$ cat src/design/swm_pkg.sv
// ----------------------------------------------------------------------------
// swm_pkg
// Shared constants and types for the sliding window mean block.
// ----------------------------------------------------------------------------
package swm_pkg;

    localparam int WINDOW_DEPTH = 8;

    localparam int SAMPLE_W = 16;
    localparam int MEAN_W   = 24;
    localparam int HELD_W   = 4;
    localparam int FRAC_W   = 8;

    localparam int SLOT_W   = (WINDOW_DEPTH > 1) ? $clog2(WINDOW_DEPTH) : 1;
    localparam int COUNT_W  = $clog2(WINDOW_DEPTH + 1);
    localparam int SUM_W    = SAMPLE_W + $clog2(WINDOW_DEPTH);
    // scaled dividend: |sum| * 2^FRAC_W
    localparam int NUM_W    = SUM_W + FRAC_W;
    localparam int STEP_W   = $clog2(NUM_W + 1);

    typedef enum logic [1:0] {
        ST_IDLE,
        ST_READ,
        ST_DIV,
        ST_DONE
    } swm_state_t;

    typedef struct packed {
        logic busy;
        logic done;
    } div_status_t;

endpackage

$ cat src/design/swm_ram.sv
// ----------------------------------------------------------------------------
// swm_ram
// Generic simple dual-port RAM, one write and one registered read port.
// ----------------------------------------------------------------------------
module swm_ram #(
    parameter int WIDTH = 16,
    parameter int DEPTH = 8
) (
    input  logic                                         clk,
    input  logic                                         wr_en,
    input  logic [((DEPTH > 1) ? $clog2(DEPTH) : 1)-1:0] wr_addr,
    input  logic [WIDTH-1:0]                             wr_data,
    input  logic                                         rd_en,
    input  logic [((DEPTH > 1) ? $clog2(DEPTH) : 1)-1:0] rd_addr,
    output logic [WIDTH-1:0]                             rd_data
);

    logic [WIDTH-1:0] mem_reg [DEPTH];
    logic [WIDTH-1:0] rd_data_reg;

    always_ff @(posedge clk)
    begin
        if (wr_en)
        begin
            mem_reg[wr_addr] <= wr_data;
        end
        if (rd_en)
        begin
            rd_data_reg <= mem_reg[rd_addr];
        end
    end

    assign rd_data = rd_data_reg;

endmodule

$ cat src/design/swm_divider.sv
// ----------------------------------------------------------------------------
// swm_divider
// Bit-serial restoring divider: signed sum * 2^FRAC_W / count, truncated
// toward zero. One quotient bit per cycle.
// ----------------------------------------------------------------------------
module swm_divider (
    input  logic                                  clk,
    input  logic                                  rst_n,
    input  logic                                  start,
    input  logic signed [swm_pkg::SUM_W-1:0]      total,
    input  logic        [swm_pkg::COUNT_W-1:0]    divisor,
    output logic signed [swm_pkg::MEAN_W-1:0]     quotient,
    output swm_pkg::div_status_t                  status
);

    logic [swm_pkg::NUM_W-1:0]    num_reg,  num_next;
    logic [swm_pkg::COUNT_W-1:0]  rem_reg,  rem_next;
    logic [swm_pkg::COUNT_W-1:0]  den_reg;
    logic                         neg_reg;
    logic [swm_pkg::STEP_W-1:0]   step_reg, step_next;
    logic                         busy_reg, busy_next;
    logic                         done_reg, done_next;

    logic [swm_pkg::SUM_W-1:0]    mag;
    logic [swm_pkg::COUNT_W:0]    rem_shift;
    logic [swm_pkg::COUNT_W:0]    rem_diff;
    logic                         fits;
    logic [swm_pkg::NUM_W-1:0]    q_signed;

    assign mag = total[swm_pkg::SUM_W-1] ? swm_pkg::SUM_W'(-total) : swm_pkg::SUM_W'(total);

    // shift next dividend bit into the partial remainder
    assign rem_shift = {rem_reg, num_reg[swm_pkg::NUM_W-1]};
    assign rem_diff  = rem_shift - {1'b0, den_reg};
    assign fits      = (rem_shift >= {1'b0, den_reg});

    always_comb
    begin
        num_next  = num_reg;
        rem_next  = rem_reg;
        step_next = step_reg;
        busy_next = busy_reg;
        done_next = done_reg;
        if (start)
        begin
            num_next  = swm_pkg::NUM_W'(mag) << swm_pkg::FRAC_W;
            rem_next  = '0;
            step_next = swm_pkg::STEP_W'(swm_pkg::NUM_W);
            busy_next = 1'b1;
            done_next = 1'b0;
        end
        else if (busy_reg)
        begin
            // quotient bits fill the dividend register from the bottom
            num_next  = {num_reg[swm_pkg::NUM_W-2:0], fits};
            rem_next  = fits ? swm_pkg::COUNT_W'(rem_diff) : swm_pkg::COUNT_W'(rem_shift);
            step_next = step_reg - 1'b1;
            if (step_reg == swm_pkg::STEP_W'(1))
            begin
                busy_next = 1'b0;
                done_next = 1'b1;
            end
        end
    end

    always_ff @(posedge clk or negedge rst_n)
    begin
        if (!rst_n)
        begin
            step_reg <= '0;
            busy_reg <= 1'b0;
            done_reg <= 1'b0;
        end
        else
        begin
            step_reg <= step_next;
            busy_reg <= busy_next;
            done_reg <= done_next;
        end
    end

    always_ff @(posedge clk)
    begin
        num_reg <= num_next;
        rem_reg <= rem_next;
        if (start)
        begin
            den_reg <= divisor;
            neg_reg <= total[swm_pkg::SUM_W-1];
        end
    end

    assign q_signed    = neg_reg ? (~num_reg + 1'b1) : num_reg;
    assign quotient    = $signed(q_signed[swm_pkg::MEAN_W-1:0]);
    assign status.busy = busy_reg;
    assign status.done = done_reg;

endmodule

$ cat src/design/sliding_window_mean.sv
// ----------------------------------------------------------------------------
// sliding_window_mean
// Moving average over the last WINDOW_DEPTH signed samples, result in Q8.
// ----------------------------------------------------------------------------
//  channel  handshake                   payload
//  input    sample_valid/sample_ready   sample[15:0] signed
//  output   result_valid/result_ready   mean_q8[23:0] signed, held_count[3:0]
//
//  One transaction in flight: accept in the idle state, read the oldest sample
//  and update the sum in the read state, run the divider in the divide state
//  (NUM_W quotient bits, then done is seen), load the output register in the
//  done state, which waits while a held result is not yet taken. The divider,
//  one quotient bit per cycle, sets the rate unless the output stalls.
//  Reset clears sum, fill level and write slot; the window RAM is not cleared.
//  A stalled result sits in the output register while the next sample is taken.
// ----------------------------------------------------------------------------
module sliding_window_mean (
    input  logic                                clk,
    input  logic                                rst_n,
    input  logic                                sample_valid,
    output logic                                sample_ready,
    input  logic signed [swm_pkg::SAMPLE_W-1:0] sample,
    output logic                                result_valid,
    input  logic                                result_ready,
    output logic signed [swm_pkg::MEAN_W-1:0]   mean_q8,
    output logic        [swm_pkg::HELD_W-1:0]   held_count
);

    swm_pkg::swm_state_t state_reg, state_next;

    logic [swm_pkg::SLOT_W-1:0]          slot_reg,  slot_next;
    logic [swm_pkg::COUNT_W-1:0]         fill_reg,  fill_next;
    logic signed [swm_pkg::SUM_W-1:0]    total_reg, total_next;
    logic signed [swm_pkg::SAMPLE_W-1:0] sample_reg;
    logic                                result_valid_reg, result_valid_next;
    logic signed [swm_pkg::MEAN_W-1:0]   mean_reg;
    logic [swm_pkg::HELD_W-1:0]          count_reg;

    logic                                accept;
    logic                                ram_wr;
    logic                                div_start;
    logic                                load_out;
    logic                                full;
    logic [swm_pkg::SAMPLE_W-1:0]        old_sample;
    logic signed [swm_pkg::SUM_W-1:0]    add_term;
    logic signed [swm_pkg::SUM_W-1:0]    drop_term;
    logic signed [swm_pkg::MEAN_W-1:0]   quotient;
    swm_pkg::div_status_t                div_st;

    assign accept = sample_valid && sample_ready;
    assign full   = (fill_reg == swm_pkg::COUNT_W'(swm_pkg::WINDOW_DEPTH));

    swm_ram #(
        .WIDTH (swm_pkg::SAMPLE_W),
        .DEPTH (swm_pkg::WINDOW_DEPTH)
    ) u_window (
        .clk     (clk),
        .wr_en   (ram_wr),
        .wr_addr (slot_reg),
        .wr_data (sample_reg),
        .rd_en   (accept),
        .rd_addr (slot_reg),
        .rd_data (old_sample)
    );

    swm_divider u_div (
        .clk      (clk),
        .rst_n    (rst_n),
        .start    (div_start),
        .total    (total_next),
        .divisor  (fill_next),
        .quotient (quotient),
        .status   (div_st)
    );

    // next state
    always_comb
    begin
        state_next = state_reg;
        unique case (state_reg)
            swm_pkg::ST_IDLE:
            begin
                if (sample_valid)
                begin
                    state_next = swm_pkg::ST_READ;
                end
            end
            swm_pkg::ST_READ:
            begin
                state_next = swm_pkg::ST_DIV;
            end
            swm_pkg::ST_DIV:
            begin
                if (div_st.done)
                begin
                    state_next = swm_pkg::ST_DONE;
                end
            end
            swm_pkg::ST_DONE:
            begin
                if (!result_valid_reg || result_ready)
                begin
                    state_next = swm_pkg::ST_IDLE;
                end
            end
            default:
            begin
                state_next = swm_pkg::ST_IDLE;
            end
        endcase
    end

    // state outputs
    always_comb
    begin
        sample_ready = 1'b0;
        ram_wr       = 1'b0;
        div_start    = 1'b0;
        load_out     = 1'b0;
        unique case (state_reg)
            swm_pkg::ST_IDLE:
            begin
                sample_ready = 1'b1;
            end
            swm_pkg::ST_READ:
            begin
                ram_wr    = 1'b1;
                div_start = 1'b1;
            end
            swm_pkg::ST_DIV:
            begin
            end
            swm_pkg::ST_DONE:
            begin
                load_out = !result_valid_reg || result_ready;
            end
            default:
            begin
            end
        endcase
    end

    // window bookkeeping, applied in the read cycle
    assign add_term  = swm_pkg::SUM_W'(sample_reg);
    assign drop_term = full ? swm_pkg::SUM_W'($signed(old_sample)) : '0;

    always_comb
    begin
        slot_next  = slot_reg;
        fill_next  = fill_reg;
        total_next = total_reg;
        if (ram_wr)
        begin
            total_next = total_reg + add_term - drop_term;
            if (!full)
            begin
                fill_next = fill_reg + 1'b1;
            end
            if (slot_reg == swm_pkg::SLOT_W'(swm_pkg::WINDOW_DEPTH - 1))
            begin
                slot_next = '0;
            end
            else
            begin
                slot_next = slot_reg + 1'b1;
            end
        end
    end

    always_comb
    begin
        if (load_out)
        begin
            result_valid_next = 1'b1;
        end
        else if (result_ready)
        begin
            result_valid_next = 1'b0;
        end
        else
        begin
            result_valid_next = result_valid_reg;
        end
    end

    always_ff @(posedge clk or negedge rst_n)
    begin
        if (!rst_n)
        begin
            state_reg        <= swm_pkg::ST_IDLE;
            slot_reg         <= '0;
            fill_reg         <= '0;
            total_reg        <= '0;
            result_valid_reg <= 1'b0;
        end
        else
        begin
            state_reg        <= state_next;
            slot_reg         <= slot_next;
            fill_reg         <= fill_next;
            total_reg        <= total_next;
            result_valid_reg <= result_valid_next;
        end
    end

    always_ff @(posedge clk)
    begin
        if (accept)
        begin
            sample_reg <= sample;
        end
        if (load_out)
        begin
            mean_reg  <= quotient;
            count_reg <= swm_pkg::HELD_W'(fill_reg);
        end
    end

    assign result_valid = result_valid_reg;
    assign mean_q8      = mean_reg;
    assign held_count   = count_reg;

    // never take a sample while the divider runs
    assert property (@(posedge clk) disable iff (!rst_n)
        !(sample_ready && div_st.busy))
        else $error("sample accepted while divider busy");

    assert property (@(posedge clk) disable iff (!rst_n)
        fill_reg <= swm_pkg::COUNT_W'(swm_pkg::WINDOW_DEPTH))
        else $error("fill level beyond window depth");

    assert property (@(posedge clk) disable iff (!rst_n)
        accept |=> (state_reg == swm_pkg::ST_READ))
        else $error("accepted transaction did not start the window update");

    assert property (@(posedge clk) disable iff (!rst_n)
        div_start |=> div_st.busy && !div_st.done)
        else $error("divider did not start");

    assert property (@(posedge clk) disable iff (!rst_n)
        load_out |-> div_st.done)
        else $error("result loaded before division finished");

endmodule
$ cat config.mk
export PLATFORM = sky130hd
export DESIGN_NAME = sliding_window_mean
export DESIGN_NICKNAME = d
export VERILOG_FILES = /design/src/design/swm_pkg.sv /design/src/design/swm_ram.sv /design/src/design/swm_divider.sv /design/src/design/sliding_window_mean.sv
export SDC_FILE = /design/constraint.sdc
export NUM_CORES = 1
export LEC_CHECK = 0
export BUFFER_PORTS_ARGS = -buffer_cell sky130_fd_sc_hd__buf_2
export CORE_ASPECT_RATIO = 1.25
export CORE_MARGIN = 2
export CORE_UTILIZATION = 40
export DETAILED_ROUTE_END_ITERATION = 6
export PLACE_DENSITY = 0.54
export SYNTH_ARGS = -nofsm -noshare
export SYNTH_HDL_FRONTEND = slang
export SYNTH_SLANG_ARGS = --single-unit
$ cat constraint.sdc
create_clock -name clk -period 9.25 [get_ports clk]
set_input_delay 1.85 -clock clk [delete_from_list [all_inputs] [get_ports clk]]
set_output_delay 1.85 -clock clk [all_outputs]
set_load 0.05 [all_outputs]
==> impl_metrics.env <==
export IMPL_clock_latency_of_the_later_clocked_register_in_the_worst_skew_pair_ps=530
export IMPL_cts_sinks=260
export IMPL_fillers=2736
export IMPL_setup_worst_path_end="u_div.num_reg[24]"
export IMPL_setup_worst_path_start_class="flop"
export IMPL_cap_violations=0
export IMPL_vias_per_cell=4.942
export IMPL_grt_remaining_overflow=0
export IMPL_largest_register_ff_count=128
export IMPL_status="finished, final reports clean"
export IMPL_via_count_of_the_first_global_routing_pass=7163
export IMPL_first_pass_grt_wire_length_um=38500
export IMPL_route_final_wire_length_um=23470
export IMPL_area_growth_syn_to_layout_pct=12.95
export IMPL_top_level_ports=50
export IMPL_layout_drive_gt1_share_pct=19.38
export IMPL_post_route_drc_count=0
export IMPL_routed_via_count=6830
export IMPL_syn_nets=970
export IMPL_cts_root_to_sink_buffers=3
export IMPL_h_tree_depth=1
export IMPL_die_w_um=161.4
export IMPL_syn_instance_count=896
export IMPL_rsz0062_at_grt="false"
export IMPL_fin_crit_ps=4694
export IMPL_asyncSetResetFlopFracSynth_pct=13.85
export IMPL_syn_std_cell_area_sq_mm=0.01239
export IMPL_postSynthAreaPerCell_sq_um=13.83
export IMPL_synth_most_common_cell="edfxtp_1"
export IMPL_crit_reg2reg_launch="fill_reg[0]"
export IMPL_finalClockSkew_ps=11.82
export IMPL_worst_slew_pin_transition_ps=1145
export IMPL_cts_made_buffers=26
export IMPL_cts_reportedPaths_clkPinSlew_ps=70
export IMPL_die_height_um=200.8
export IMPL_crit_path_max_fanout=18
export IMPL_end_kind="flop"
export IMPL_drt_antenna_violating_nets=0
export IMPL_die_area_sq_mm=0.03241
export IMPL_final_setup_violation_count=0
export IMPL_1st_pass_router_iterations=4
export IMPL_fin_setup_tns_ps=0
export IMPL_count_of_different_cell_masters_after_synthesis=76
export IMPL_synth_seq_cells=260
export IMPL_detailedRoute_firstIterationViolations=409
export IMPL_worst_ep_arrival_time_ps=4960
export IMPL_worst_slew_margin_rel_pct=23.37
export IMPL_min_delay_path_class="reg -> reg"
export IMPL_critPathRequiredTime_ps=9510
export IMPL_cts_hold_buffers_added=0
export IMPL_ff2ff_path_depth=16
export IMPL_gp_congestion=0.8026
export IMPL_yosysSeqAreaShare_pct=60.59
export IMPL_grt_start_max_net_pins=62
export IMPL_wl_per_cell_um=16.98
export IMPL_yosys_top_cells_count="edfxtp_1, inv_1, nand2_1, nor2_1, xnor2_1"
export IMPL_ys_dominant_reg_cell="edfxtp_1"
export IMPL_post_synth_top_area_fraction_pct=51.38
export IMPL_synth_edf_count=212
export IMPL_detailedPlacementHpwl_um=15650
export IMPL_crit_path_start="fill_reg[0]"
export IMPL_core_rowCount=72
export IMPL_synth_area_leader_cell="edfxtp_1"
export IMPL_critical_path_class="reg -> reg"
export IMPL_layout_worst_path_cycle_share_pct=50.75
export IMPL_ff2ff_setup_slack_ps=4560
export IMPL_cts_tree="done"
export IMPL_cts_repair_resize_count=0
export IMPL_r2r_end="u_div.num_reg[24]"
export IMPL_synth_area_leaders="edfxtp_1, dfrtp_1, mux4_2"
export IMPL_antenna_cells=0
export IMPL_max_slew_violation_count=0
export IMPL_hold_viol=0
export IMPL_global_route_usage_total_pct=14.85
export IMPL_finish_net_count=1029
export IMPL_cts_root_buf="clkbuf_16"
export IMPL_port_buffers=49
export IMPL_synth_yosys_warnings=0
export IMPL_post_cts_setup_buffers=0
export IMPL_floorplan_core_area_sq_mm=0.03072
export IMPL_achievable_frequency_mhz=213.0
export IMPL_number_of_cells_traversed_by_the_worst_hold_path=2
export IMPL_initial_standard_cell_utilization_of_the_core_pct=40.33
export IMPL_antenna_found_initial=0
-- layout make-up --
cell class | count | area (sq um) | area share (%)
Timing Repair Buffer | 63 | 350.3 | 2.503
Sequential cell | 260 | 7508 | 53.65
Inverter | 96 | 360.3 | 2.575
Clock buffer | 32 | 704.4 | 5.034
Tap cell | 407 | 509.2 | 3.639
Multi-Input combinational cell | 508 | 4402 | 31.45
Clock inverter | 16 | 160.2 | 1.144
-- worst max-delay path, stage by stage, from the launching register on --
cell	delay (ps)
dfrtp_1	400
inv_1	90
ha_1	200
and3b_1	350
and2_1	250
fa_1	470
inv_1	60
fa_1	470
a211oi_2	310
o21ai_1	160
a211oi_1	420
o31ai_1	140
a211o_1	330
nor4_4	350
a41oi_1	190
xnor2_1	170
o21ai_1	70
-- worst min-delay path by stage --
stage                startpoint               end
2_1_floorplan  u_div.rem_reg[3]  u_div.rem_reg[3]
3_3_place_gp   u_div.rem_reg[3]  u_div.rem_reg[3]
3_5_place_dp   u_div.rem_reg[3]  u_div.rem_reg[3]
4_1_cts        u_div.rem_reg[3]  u_div.rem_reg[3]
5_1_grt        u_div.rem_reg[3]  u_div.rem_reg[3]
6_report       u_div.rem_reg[3]  u_div.rem_reg[3]
-- routing by layer --
layer  vias to the layer above  GRT usage (%)  part of all wire, %
li1                       3379              -                    -
met1                      3307          18.73                   43
met2                       105          26.91                   51
met3                        39          2.066                  3.4
met4                         0          3.540                  2.0
met5                         -              0                    0
-- through the flow --
| stage | instance area [sq um] | utilization (%) | hold WS, ps | instances | setup slack (ps) |
|---|---|---|---|---|---|
| finish | 13990 | 45.56 | 476.9 | 1382 | 4556 |
| CTS | 13990 | 45.56 | 473.5 | 1382 | 4538 |
| global route | 13990 | 45.56 | 514.4 | 1382 | 4137 |
| global placement | 13130 | 42.74 | 462.8 | 1334 | 4600 |
| detailed placement | 13130 | 42.74 | 464.8 | 1334 | 4542 |
| floorplan | 12390 | - | 444.6 | 896 | 5009 |
-- cells by family (layout without fill, tap and decap cells) --
family                   after synthesis  after routing  share of synthesized area (%)
flip-flops                           260            260                          60.59
buffers and inverters                128            207                          4.019
AO/OA/AOI/OAI                        126            126                          7.140
multiplexers                          72             72                          9.371
XOR/XNOR                              58             58                          4.160
AND/OR/NAND/NOR                      198            198                          8.119
adder cells (fa/ha/maj)               54             54                          6.604
-- cells in the final DEF (no fill, tap or decap), drive strengths merged, types with 7 or more instances in the layout --
| cell | instances |
|---|---|
| edfxtp | 212 |
| inv | 98 |
| buf | 63 |
| nand2 | 61 |
| nor2 | 48 |
| xnor2 | 46 |
| o21ai | 39 |
| dfrtp | 36 |
| ha | 35 |
| mux4 | 32 |
| clkbuf | 32 |
| mux2 | 22 |
| a21oi | 20 |
| fa | 19 |
| and2 | 19 |
| mux2i | 18 |
| nor3 | 16 |
| dfxtp | 12 |
| xor2 | 12 |
| o31ai | 10 |
| clkinv | 10 |
| nand2b | 9 |
| a211oi | 9 |
| a21o | 8 |
| nand3 | 8 |
| nand4 | 7 |
| a31oi | 7 |
Power is left out: the tool's default activity adds up to more than one toggle a clock period on the data nets, which glitch-free logic cannot reach.
